===== config.mk =====
export PLATFORM = sky130hd
export DESIGN_NAME = load_cell_median_weigher_top_flat
export DESIGN_NICKNAME = d
export VERILOG_FILES = /design/src/lcmw_pkg.sv /design/src/lcmw_intf.sv /design/src/load_cell_median_weigher_top.sv /design/src/lcmw_select.sv /design/src/lcmw_divider.sv /design/src/flat_wrapper.sv
export SDC_FILE = /design/constraint.sdc
export NUM_CORES = 1
export LEC_CHECK = 0
export ABC_AREA = 1
export CELL_PAD_IN_SITES_DETAIL_PLACEMENT = 1
export CELL_PAD_IN_SITES_GLOBAL_PLACEMENT = 1
export CORE_UTILIZATION = 55
export CTS_BUF_LIST = sky130_fd_sc_hd__clkbuf_4 sky130_fd_sc_hd__clkbuf_8
export DETAILED_ROUTE_END_ITERATION = 6
export DONT_BUFFER_PORTS = 1
export GPL_TIMING_DRIVEN = 0
export HOLD_SLACK_MARGIN = 0.12
export PLACE_DENSITY = 0.94
export SLEW_MARGIN = 5
export SYNTH_ARGS = -nofsm -noshare
export SYNTH_HDL_FRONTEND = slang
export SYNTH_SLANG_ARGS = --single-unit

===== constraint.sdc =====
create_clock -name clk_i -period 12.5 [get_ports clk_i]
set_clock_uncertainty 0.05 [all_clocks]
set_input_delay 2.5 -clock clk_i [delete_from_list [all_inputs] [get_ports clk_i]]
set_output_delay 2.5 -clock clk_i [all_outputs]
set_load 0.02 [all_outputs]

===== src/lcmw_pkg.sv =====
// lcmw_pkg: shared constants and types for the load-cell median weigher.
// No dependencies; the RTL files refer to it by scoped names and the bench imports it.
package lcmw_pkg;

  localparam int OFFSET_W   = 24;
  localparam int DIVISOR_W  = 16;
  localparam int WEIGHT_W   = 33;
  localparam int MEDIAN_W   = 24;
  localparam int FRAC_BITS  = 8;
  localparam int CFG_DATA_W = 24;
  localparam int CFG_IDX_W  = 2;

  localparam logic [CFG_IDX_W-1:0] REG_ZERO_OFFSET     = 2'd0;
  localparam logic [CFG_IDX_W-1:0] REG_COUNTS_PER_GRAM = 2'd1;

  localparam logic [OFFSET_W-1:0]  OFFSET_RESET  = 24'd125000;
  localparam logic [DIVISOR_W-1:0] DIVISOR_RESET = 16'd1000;

  // positive limit and magnitude of the negative limit of the weight
  localparam logic [WEIGHT_W-1:0] WEIGHT_MAX     = 33'h0_FFFF_FFFF;
  localparam logic [WEIGHT_W-1:0] WEIGHT_MIN_MAG = 33'h1_0000_0000;

  typedef struct packed {
    logic wr;
    logic start;
  } sel_ctl_t;

endpackage


===== src/lcmw_intf.sv =====
// Handshake interfaces for the sample and result channels.
// Depends on lcmw_pkg for the result field widths.
interface lcmw_sample_if #(
  parameter int SAMPLE_BITS = 24
) ();
  logic                          valid;
  logic                          ready;
  logic signed [SAMPLE_BITS-1:0] raw_sample;

  modport source (output valid, output raw_sample, input ready);
  modport sink   (input valid, input raw_sample, output ready);
endinterface

interface lcmw_result_if ();
  logic                                   valid;
  logic                                   ready;
  logic signed [lcmw_pkg::WEIGHT_W-1:0]   weight_q8;
  logic signed [lcmw_pkg::MEDIAN_W-1:0]   median_raw;

  modport source (output valid, output weight_q8, output median_raw, input ready);
  modport sink   (input valid, input weight_q8, input median_raw, output ready);
endinterface


===== src/load_cell_median_weigher_top.sv =====
// Load-cell median weigher top: sample window control, configuration
// registers and result register. Depends on lcmw_pkg, lcmw_intf,
// lcmw_select and lcmw_divider.
//
//   channel   dir  handshake      payload
//   sample_i  in   valid/ready    raw_sample
//   result_o  out  valid/ready    weight_q8, median_raw
//   cfg       in   cfg_we_i       cfg_index_i, cfg_wdata_i
//
// Samples are taken one per cycle until the window is full. The sample that
// completes the window is followed by a bit-serial median search and
// max(SAMPLE_BITS,24)+8 divide steps before sample_i opens again. Reset
// clears the window count, the control state and loads the register defaults.
// A stalled result holds in the output register; sampling resumes once it is
// moved.
module load_cell_median_weigher_top #(
  parameter int WINDOW      = 7,
  parameter int SAMPLE_BITS = 24
) (
  input  logic                                clk_i,
  input  logic                                rst_ni,
  lcmw_sample_if.sink                         sample_i,
  lcmw_result_if.source                       result_o,
  input  logic                                cfg_we_i,
  input  logic [lcmw_pkg::CFG_IDX_W-1:0]      cfg_index_i,
  input  logic [lcmw_pkg::CFG_DATA_W-1:0]     cfg_wdata_i
);

  localparam int IW = $clog2(WINDOW);

  localparam logic [1:0] ST_COLLECT = 2'd0;
  localparam logic [1:0] ST_MEDIAN  = 2'd1;
  localparam logic [1:0] ST_DIVIDE  = 2'd2;
  localparam logic [1:0] ST_HOLD    = 2'd3;

  logic [1:0]    state_q, state_d;
  logic [IW-1:0] fill_q, fill_d;
  logic          accept, last, load;

  logic signed [lcmw_pkg::OFFSET_W-1:0] offset_q;
  logic [lcmw_pkg::DIVISOR_W-1:0]       cpg_q;

  lcmw_pkg::sel_ctl_t            sel_ctl;
  logic                          sel_done, div_done;
  logic signed [SAMPLE_BITS-1:0] sel_median;
  logic [lcmw_pkg::WEIGHT_W-1:0] div_weight;

  logic                                 out_valid_q;
  logic signed [lcmw_pkg::WEIGHT_W-1:0] out_weight_q;
  logic signed [lcmw_pkg::MEDIAN_W-1:0] out_median_q;

  assign sample_i.ready = (state_q == ST_COLLECT);
  assign accept         = sample_i.valid && sample_i.ready;
  assign last           = (fill_q == IW'(WINDOW - 1));
  assign load           = (state_q == ST_HOLD) && (!out_valid_q || result_o.ready);
  assign sel_ctl.wr     = accept;
  assign sel_ctl.start  = accept && last;

  always_comb begin
    state_d = state_q;
    fill_d  = fill_q;
    unique case (state_q)
      ST_COLLECT: begin
        if (accept) begin
          if (last) begin
            fill_d  = '0;
            state_d = ST_MEDIAN;
          end else begin
            fill_d = fill_q + 1'b1;
          end
        end
      end
      ST_MEDIAN: begin
        if (sel_done) state_d = ST_DIVIDE;
      end
      ST_DIVIDE: begin
        if (div_done) state_d = ST_HOLD;
      end
      ST_HOLD: begin
        if (load) state_d = ST_COLLECT;
      end
      default: state_d = ST_COLLECT;
    endcase
  end

  always_ff @(posedge clk_i or negedge rst_ni) begin
    if (!rst_ni) begin
      state_q <= ST_COLLECT;
      fill_q  <= '0;
    end else begin
      state_q <= state_d;
      fill_q  <= fill_d;
    end
  end

  always_ff @(posedge clk_i or negedge rst_ni) begin
    if (!rst_ni) begin
      offset_q <= lcmw_pkg::OFFSET_RESET;
      cpg_q    <= lcmw_pkg::DIVISOR_RESET;
    end else if (cfg_we_i) begin
      unique case (cfg_index_i)
        lcmw_pkg::REG_ZERO_OFFSET:     offset_q <= lcmw_pkg::OFFSET_W'(cfg_wdata_i);
        lcmw_pkg::REG_COUNTS_PER_GRAM: cpg_q    <= cfg_wdata_i[lcmw_pkg::DIVISOR_W-1:0];
        default: ;
      endcase
    end
  end

  lcmw_select #(
    .WINDOW      (WINDOW),
    .SAMPLE_BITS (SAMPLE_BITS)
  ) u_select (
    .clk_i     (clk_i),
    .rst_ni    (rst_ni),
    .ctl_i     (sel_ctl),
    .wr_idx_i  (fill_q),
    .wr_data_i (sample_i.raw_sample),
    .done_o    (sel_done),
    .median_o  (sel_median)
  );

  lcmw_divider #(
    .SAMPLE_BITS (SAMPLE_BITS)
  ) u_divider (
    .clk_i     (clk_i),
    .rst_ni    (rst_ni),
    .start_i   (sel_done),
    .median_i  (sel_median),
    .offset_i  (offset_q),
    .divisor_i (cpg_q),
    .done_o    (div_done),
    .weight_o  (div_weight)
  );

  always_ff @(posedge clk_i or negedge rst_ni) begin
    if (!rst_ni) begin
      out_valid_q <= 1'b0;
    end else if (load) begin
      out_valid_q <= 1'b1;
    end else if (result_o.ready) begin
      out_valid_q <= 1'b0;
    end
  end

  always_ff @(posedge clk_i) begin
    if (load) begin
      out_weight_q <= div_weight;
      out_median_q <= lcmw_pkg::MEDIAN_W'(sel_median);
    end
  end

  assign result_o.valid      = out_valid_q;
  assign result_o.weight_q8  = out_weight_q;
  assign result_o.median_raw = out_median_q;

  a_done_apart: assert property (@(posedge clk_i) disable iff (!rst_ni)
    !(sel_done && div_done))
    else $error("median and divide completions overlap");

  a_fill_range: assert property (@(posedge clk_i) disable iff (!rst_ni)
    fill_q <= IW'(WINDOW - 1))
    else $error("window count out of range");

  a_median_to_div: assert property (@(posedge clk_i) disable iff (!rst_ni)
    sel_done |=> (state_q == ST_DIVIDE))
    else $error("median done without divide start");

endmodule


===== src/lcmw_select.sv =====
// lcmw_select: window store as shift registers and bit-serial median search,
// one result bit per cycle, MSB first. Depends on lcmw_pkg.
module lcmw_select #(
  parameter int WINDOW      = 7,
  parameter int SAMPLE_BITS = 24
) (
  input  logic                          clk_i,
  input  logic                          rst_ni,
  input  lcmw_pkg::sel_ctl_t            ctl_i,
  input  logic [$clog2(WINDOW)-1:0]     wr_idx_i,
  input  logic [SAMPLE_BITS-1:0]        wr_data_i,
  output logic                          done_o,
  output logic signed [SAMPLE_BITS-1:0] median_o
);

  localparam int CW = $clog2(WINDOW + 1);
  localparam int BW = $clog2(SAMPLE_BITS);

  logic [SAMPLE_BITS-1:0] win_q [WINDOW];
  logic [WINDOW-1:0]      cand_q, cand_d, key;
  logic [CW-1:0]          rank_q, rank_d, zeros;
  logic [BW-1:0]          cnt_q;
  logic                   busy_q, done_q;
  logic                   first, bit_ord;
  logic signed [SAMPLE_BITS-1:0] med_q;

  assign first = (cnt_q == '0);

  // sign bit is inverted on the first step so that ordering is signed
  always_comb begin
    for (int i = 0; i < WINDOW; i++) begin
      key[i] = win_q[i][SAMPLE_BITS-1] ^ first;
    end
    zeros = CW'($countones(cand_q & ~key));
    if (rank_q < zeros) begin
      cand_d  = cand_q & ~key;
      rank_d  = rank_q;
      bit_ord = 1'b0;
    end else begin
      cand_d  = cand_q & key;
      rank_d  = rank_q - zeros;
      bit_ord = 1'b1;
    end
  end

  always_ff @(posedge clk_i) begin
    if (ctl_i.wr) begin
      win_q[wr_idx_i] <= wr_data_i;
    end else if (busy_q) begin
      for (int i = 0; i < WINDOW; i++) begin
        win_q[i] <= win_q[i] << 1;
      end
    end
    if (ctl_i.start) begin
      cand_q <= '1;
      rank_q <= CW'(WINDOW / 2);
    end else if (busy_q) begin
      cand_q <= cand_d;
      rank_q <= rank_d;
      med_q  <= {med_q[SAMPLE_BITS-2:0], bit_ord ^ first};
    end
  end

  always_ff @(posedge clk_i or negedge rst_ni) begin
    if (!rst_ni) begin
      busy_q <= 1'b0;
      done_q <= 1'b0;
      cnt_q  <= '0;
    end else begin
      done_q <= 1'b0;
      if (ctl_i.start) begin
        busy_q <= 1'b1;
        cnt_q  <= '0;
      end else if (busy_q) begin
        if (cnt_q == BW'(SAMPLE_BITS - 1)) begin
          busy_q <= 1'b0;
          done_q <= 1'b1;
        end else begin
          cnt_q <= cnt_q + 1'b1;
        end
      end
    end
  end

  assign done_o   = done_q;
  assign median_o = med_q;

endmodule


===== src/lcmw_divider.sv =====
// lcmw_divider: offset correction, radix-2 restoring divide one quotient bit
// per cycle, sign restore and saturation. Depends on lcmw_pkg.
module lcmw_divider #(
  parameter int SAMPLE_BITS = 24
) (
  input  logic                                  clk_i,
  input  logic                                  rst_ni,
  input  logic                                  start_i,
  input  logic signed [SAMPLE_BITS-1:0]         median_i,
  input  logic signed [lcmw_pkg::OFFSET_W-1:0]  offset_i,
  input  logic [lcmw_pkg::DIVISOR_W-1:0]        divisor_i,
  output logic                                  done_o,
  output logic [lcmw_pkg::WEIGHT_W-1:0]         weight_o
);

  localparam int AW = (SAMPLE_BITS > lcmw_pkg::OFFSET_W) ? SAMPLE_BITS : lcmw_pkg::OFFSET_W;
  localparam int QW = AW + lcmw_pkg::FRAC_BITS;
  localparam int DW = lcmw_pkg::DIVISOR_W;
  localparam int KW = $clog2(QW);
  localparam int WW = lcmw_pkg::WEIGHT_W;
  localparam logic [QW:0] POS_LIM = (QW + 1)'(lcmw_pkg::WEIGHT_MAX);
  localparam logic [QW:0] NEG_LIM = (QW + 1)'(lcmw_pkg::WEIGHT_MIN_MAG);

  logic signed [AW:0] med_x, off_x, diff_a, diff_b;
  logic [AW-1:0]      mag;
  logic               neg;
  logic [QW-1:0]      dvd_q;
  logic [DW-1:0]      rem_q, div_q, rem_d;
  logic [DW:0]        sh, sub;
  logic               ge, neg_q;
  logic [KW-1:0]      cnt_q;
  logic               busy_q, fin_q, done_q;
  logic [WW-1:0]      mag_w, weight_d, weight_q;

  // magnitude of median - offset, two subtractors side by side
  always_comb begin
    med_x  = (AW + 1)'(median_i);
    off_x  = (AW + 1)'(offset_i);
    diff_a = med_x - off_x;
    diff_b = off_x - med_x;
    neg    = diff_a[AW];
    mag    = neg ? diff_b[AW-1:0] : diff_a[AW-1:0];
  end

  always_comb begin
    sh    = {rem_q, dvd_q[QW-1]};
    sub   = sh - {1'b0, div_q};
    ge    = (sh >= {1'b0, div_q});
    rem_d = ge ? sub[DW-1:0] : sh[DW-1:0];
  end

  always_comb begin
    mag_w = WW'(dvd_q);
    if (!neg_q && ({1'b0, dvd_q} > POS_LIM)) begin
      weight_d = lcmw_pkg::WEIGHT_MAX;
    end else if (neg_q && ({1'b0, dvd_q} > NEG_LIM)) begin
      weight_d = lcmw_pkg::WEIGHT_MIN_MAG;
    end else begin
      weight_d = neg_q ? (WW'(0) - mag_w) : mag_w;
    end
  end

  always_ff @(posedge clk_i) begin
    if (start_i) begin
      dvd_q <= {mag, {lcmw_pkg::FRAC_BITS{1'b0}}};
      rem_q <= '0;
      div_q <= (divisor_i == '0) ? DW'(1) : divisor_i;
      neg_q <= neg;
    end else if (busy_q) begin
      dvd_q <= {dvd_q[QW-2:0], ge};
      rem_q <= rem_d;
    end
    if (fin_q) begin
      weight_q <= weight_d;
    end
  end

  always_ff @(posedge clk_i or negedge rst_ni) begin
    if (!rst_ni) begin
      busy_q <= 1'b0;
      fin_q  <= 1'b0;
      done_q <= 1'b0;
      cnt_q  <= '0;
    end else begin
      done_q <= fin_q;
      fin_q  <= 1'b0;
      if (start_i) begin
        busy_q <= 1'b1;
        cnt_q  <= '0;
      end else if (busy_q) begin
        if (cnt_q == KW'(QW - 1)) begin
          busy_q <= 1'b0;
          fin_q  <= 1'b1;
        end else begin
          cnt_q <= cnt_q + 1'b1;
        end
      end
    end
  end

  assign done_o   = done_q;
  assign weight_o = weight_q;

endmodule


===== src/flat_wrapper.sv =====
// flat-port wrapper written by rule: the top's interface ports become plain ports
module load_cell_median_weigher_top_flat 
#(
  parameter int WINDOW      = 7,
  parameter int SAMPLE_BITS = 24
)
  (clk_i, rst_ni, cfg_we_i, cfg_index_i, cfg_wdata_i, sample_i_valid, sample_i_raw_sample, sample_i_ready, result_o_valid, result_o_weight_q8, result_o_median_raw, result_o_ready);
  lcmw_sample_if #(.SAMPLE_BITS(SAMPLE_BITS)) sample_i_i ();
  lcmw_result_if result_o_i ();
  input  logic clk_i;
  input  logic rst_ni;
  input  logic cfg_we_i;
  input  logic [lcmw_pkg::CFG_IDX_W-1:0] cfg_index_i;
  input  logic [lcmw_pkg::CFG_DATA_W-1:0] cfg_wdata_i;
  input wire logic [$bits(sample_i_i.valid)-1:0] sample_i_valid;
  input wire logic [$bits(sample_i_i.raw_sample)-1:0] sample_i_raw_sample;
  output wire logic [$bits(sample_i_i.ready)-1:0] sample_i_ready;
  output wire logic [$bits(result_o_i.valid)-1:0] result_o_valid;
  output wire logic [$bits(result_o_i.weight_q8)-1:0] result_o_weight_q8;
  output wire logic [$bits(result_o_i.median_raw)-1:0] result_o_median_raw;
  input wire logic [$bits(result_o_i.ready)-1:0] result_o_ready;
  assign sample_i_i.valid = sample_i_valid;
  assign sample_i_i.raw_sample = sample_i_raw_sample;
  assign sample_i_ready = sample_i_i.ready;
  assign result_o_valid = result_o_i.valid;
  assign result_o_weight_q8 = result_o_i.weight_q8;
  assign result_o_median_raw = result_o_i.median_raw;
  assign result_o_i.ready = result_o_ready;
  load_cell_median_weigher_top #(.WINDOW(WINDOW), .SAMPLE_BITS(SAMPLE_BITS)) u_core (.clk_i(clk_i), .rst_ni(rst_ni), .sample_i(sample_i_i), .result_o(result_o_i), .cfg_we_i(cfg_we_i), .cfg_index_i(cfg_index_i), .cfg_wdata_i(cfg_wdata_i));
endmodule

==> run summary <==
LOGIC SYNTHESIS
----------------------------------------------------------------------------------------
Number of warnings issued by yosys                                                     0
Area contributors post-synth                                                sky130_fd_sc_hd__edfxtp_1 (45%), sky130_fd_sc_hd__nand2_1 (12%), sky130_fd_sc_hd__dfrtp_1 (5.6%)
Syn Std Cell Area                                                            21300 sq um
Number of distinct library cells after synthesis                                      55
Post-synthesis compound-gate area fraction                                         8.67%
Share of Yosys cell area claimed by the top area cell type                         44.7%
Average size of a mapped cell                                                 9.10 sq um
Post-Synth Adder-Cell Area                                                         5.15%
Cell taking the most area after synthesis                                   sky130_fd_sc_hd__edfxtp_1
Portion of the post-synthesis area used by sequential elements                     55.7%
Cell count after synthesis                                                          2342
Largest family of logic cells by synthesized area                           simple AND/OR/NAND/NOR gates
Post-synthesis simple-gate area fraction                                           20.1%
Number of storage elements in the synthesis netlist                                  418
Synth Net Count                                                                     2480
Multiplexer share of the synthesized area                                             0%
Post-synthesis xor/xnor area fraction                                              2.92%

POWER
----------------------------------------------------------------------------------------
Power per unit of standard cell area                                         306 nW/um^2
Internal power of the cells                                                      3890 uW
Leakage power                                                                  0.0104 uW
Combinational fraction of design power                                             43.2%
Net Sw Frac                                                                        46.0%
Worst voltage drop across the vdd grid                                          0.260 mV
Net Switching                                                                    3310 uW
Flop pwr share                                                                     38.4%
Clock Power Share                                                                  18.4%

CLOCK NETWORK
----------------------------------------------------------------------------------------
Max clock buf depth                                                                    3
Clock latency at the later pin of the worst-skew pair                             670 ps
Deepest level of the CTS H-tree                                                        3
Post-CTS setup repair buffer count                                                     0
Root buffer cell                                                            sky130_fd_sc_hd__clkbuf_8
Cts-stage hold buffer count                                                            0
Number of gates resized after CTS                                                      0
Clock slew at the register clock pins of the worst setup and hold paths            60 ps
Number of clock sinks                                                                418
TritonCTS clock tree                                                                 yes
TritonCTS Buffers                                                                     70

STA
----------------------------------------------------------------------------------------
Portion of the clock cycle consumed by the worst path in the final layout          47.5%
Clock period minus worst slack                                                   5940 ps
Sum of negative setup slack                                                         0 ps
Final hold vios                                                                        0
Tightest Pin Transition                                                          1170 ps
Maximum frequency from static timing analysis                                  0.168 GHz
Max_slew headroom                                                                  21.5%
Count of pins over their slew limit                                                    0
Final setup violation count                                                            0
Setup repair after global routing missed its margin                                   no

OUTCOME
----------------------------------------------------------------------------------------
Result of the run                                                           finished, final reports clean

MIN PATH
----------------------------------------------------------------------------------------
Hold path startpoint                                                        u_core.u_divider.weight_o[13]$_DFFE_PP_
Class of the most critical hold timing path                                      reg2reg

GLOBAL ROUTING
----------------------------------------------------------------------------------------
Initial antenna violation count                                                        1
First-pass GRT wire length                                                     112000 um
Overflow left after global routing                                                     0
GR Util All Layers                                                                 37.9%
Pin count of the biggest net entering global routing                                  62
Via count of the first global-routing pass                                         19200

CELLS AND AREA
----------------------------------------------------------------------------------------
Most frequent cells in the layout                                           sky130_fd_sc_hd__nand2_1 (702), sky130_fd_sc_hd__edfxtp_1 (317), sky130_fd_sc_hd__inv_1 (310)
Leading cell type in the layout, fill and taps excluded                     sky130_fd_sc_hd__nand2_1
# nets final                                                                        2555
Fillers                                                                             4364
Util after Layout                                                                  61.9%
Area growth from synthesis to final layout                                         10.2%
Proportion of layout cells with a drive suffix above 1                             8.57%
Number of diodes                                                                       0

CRITICAL PATH
----------------------------------------------------------------------------------------
Worst endpoint data arrival time                                                 6460 ps
Setup crit start                                                            u_core.u_select.cnt_q[0]$_DFFE_PN0P_
CP Max Fanout                                                                         10
Endpoint class of the critical path                                            flip-flop
Critical path class                                                              reg2reg
Crit start category                                                            flip-flop
Reg-to-reg startpoint                                                       u_core.u_select.cnt_q[0]$_DFFE_PN0P_
Required time of the critical path                                              13010 ps

DRT
----------------------------------------------------------------------------------------
Pre-antenna DRT Iters                                                                  5
Length of routed wiring on met1                                                 27000 um
Via Count                                                                          17700
Sum of routed wire length over all layers                                       73100 um
Via count normalized by instance count                                              5.92
Metal3 WL                                                                        4570 um
Top sig layer                                                                       met5
DRC marker count from the first detailed-route iteration                            1481
Antenna-violating nets left                                                            0
Met2 Routed Length                                                              36900 um
Average wire length per cell after detail routing                                24.5 um
Drc violations                                                                         0

DIE
----------------------------------------------------------------------------------------
Chip Width                                                                        199 um
Placement row count                                                                   71
Vertical die dimension                                                            199 um
Total die area                                                               39500 sq um
Core Footprint                                                               37900 sq um
Initial core utilization                                                           56.2%
IO Count                                                                             114

RUN
----------------------------------------------------------------------------------------
Max-cap viol count                                                                     0

PLACEMENT
----------------------------------------------------------------------------------------
Count of input and output buffers                                                      0
Final GP Congestion                                                                0.926
Half-perimeter wire length after detailed placement                             49200 um

power by group through the flow:
stage / clock, uW / combinational (uW) / sequential (uW)
after CTS: 1320 / 3060 / 2750
after floorplan: 0 / 2030 / 2600
after detailed placement: 0 / 2940 / 2730
after global routing: 1370 / 3370 / 2800
final: 1320 / 3110 / 2770
after global placement: 0 / 2700 / 2700
registers in the layout, summed over array words and instances (netlist names), 2 cells and up:
signal                      cells
u_core.u_divider.cnt_q          5
u_core.offset_q                24
u_core.u_select.rank_q          3
u_core.u_divider.weight_o      33
u_core.result_o.weight_q8      33
u_core.u_select.median_o       24
u_core.u_divider.dvd_q         32
u_core.state_q                  2
u_core.result_o.median_raw     24
u_core.u_select.cand_q          7
u_core.cpg_q                   16
u_core.u_divider.div_q         16
u_core.u_select.cnt_q           5
u_core.u_select.win_q         168
u_core.fill_q                   3
u_core.u_divider.rem_q         16
path summary, 6_finish.rpt:
kind,end,slack (ps),cells past startpoint
worst max-delay path,u_core.u_select.cand_q[2]$_SDFFE_PP1P_,6560,19
worst min-delay path,u_core.result_o.weight_q8[13]$_DFFE_PP_,370,0
worst max register to register,u_core.u_select.cand_q[2]$_SDFFE_PP1P_,6560,19
worst min register to register,u_core.result_o.weight_q8[13]$_DFFE_PP_,370,0
max in group asynchronous,u_core.offset_q[13]$_DFFE_PN1P_,10700,0
min in group asynchronous,u_core.fill_q[1]$_DFFE_PN0P_,1470,0
synth_stat cells (all sizes together):
library cell,n
a22oi,7
buf,29
a31oi,4
nor4,5
a31o,1
dfxtp,40
nor2,127
o2111ai,1
a41o,1
o31ai,1
nand3,104
ha,75
o211ai,2
xnor2,20
a211oi,2
o21ai,215
and2,3
o22ai,8
nand4,20
clkinv,1
a21boi,1
a21oi,87
nor3b,1
nand3b,19
or2,4
o21a,2
o21bai,11
fa,8
nor3,13
a21o,3
nand2,727
xor2,51
clkbuf,60
dfrtp,48
dfstp,13
edfxtp,317
inv,311
layer usage:
metal  global-route usage (%)  vias up
li1                         -     7808
met1                     42.0     8703
met3                     7.07      312
met2                     67.0      853
met4                     23.9        2
met5                        0        -
cell families (layout without fill, tap and decap cells):
family,Yosys count,count (layout)
buffers and inverters,401,532
AND/OR/NAND/NOR,1023,1023
flip-flops,418,418
adder cells (fa/ha/maj),83,83
AO/OA/AOI/OAI,346,346
XOR/XNOR,71,71
layout make-up:
type	instances	area [sq um]	share of cell area, %
flip-flops and latches	418	11900	50.5
repair buffers	3	55.1	0.234
plain buffers	89	425	1.81
clock buffers	96	1230	5.23
inverters	312	1180	5.01
multi-input cells	1523	7870	33.5
clock inverters	32	231	0.985
well taps	511	639	2.72
per-stage QoR:
step | total power (uW) | area (sq um) | cells | setup slack [ps] | hold WS, ps
2_1_floorplan | 4630 | 21300 | 2342 | 6660 | 350
3_3_place_gp | 5400 | 22000 | 2853 | 5210 | 350
3_5_place_dp | 5670 | 22000 | 2856 | 6990 | 356
4_1_cts | 7130 | 23500 | 2984 | 6590 | 368
5_1_grt | 7540 | 23500 | 2984 | 6350 | 376
6_report | 7200 | 23500 | 2984 | 6560 | 368
worst max-delay path, stage by stage (launching register included):
cell	delay [ps]
sky130_fd_sc_hd__dfrtp_1	410
sky130_fd_sc_hd__inv_1	140
sky130_fd_sc_hd__ha_1	180
sky130_fd_sc_hd__nand3_1	410
sky130_fd_sc_hd__xnor2_1	310
sky130_fd_sc_hd__or2_2	330
sky130_fd_sc_hd__fa_1	560
sky130_fd_sc_hd__inv_1	70
sky130_fd_sc_hd__fa_1	510
sky130_fd_sc_hd__fa_1	430
sky130_fd_sc_hd__inv_1	110
sky130_fd_sc_hd__fa_1	460
sky130_fd_sc_hd__ha_1	210
sky130_fd_sc_hd__a21o_1	170
sky130_fd_sc_hd__a31oi_1	440
sky130_fd_sc_hd__inv_1	120
sky130_fd_sc_hd__clkbuf_1	300
sky130_fd_sc_hd__o21ai_0	390
sky130_fd_sc_hd__a21oi_1	110
sky130_fd_sc_hd__a21oi_1	130
(Power assumes the default switching activity.)
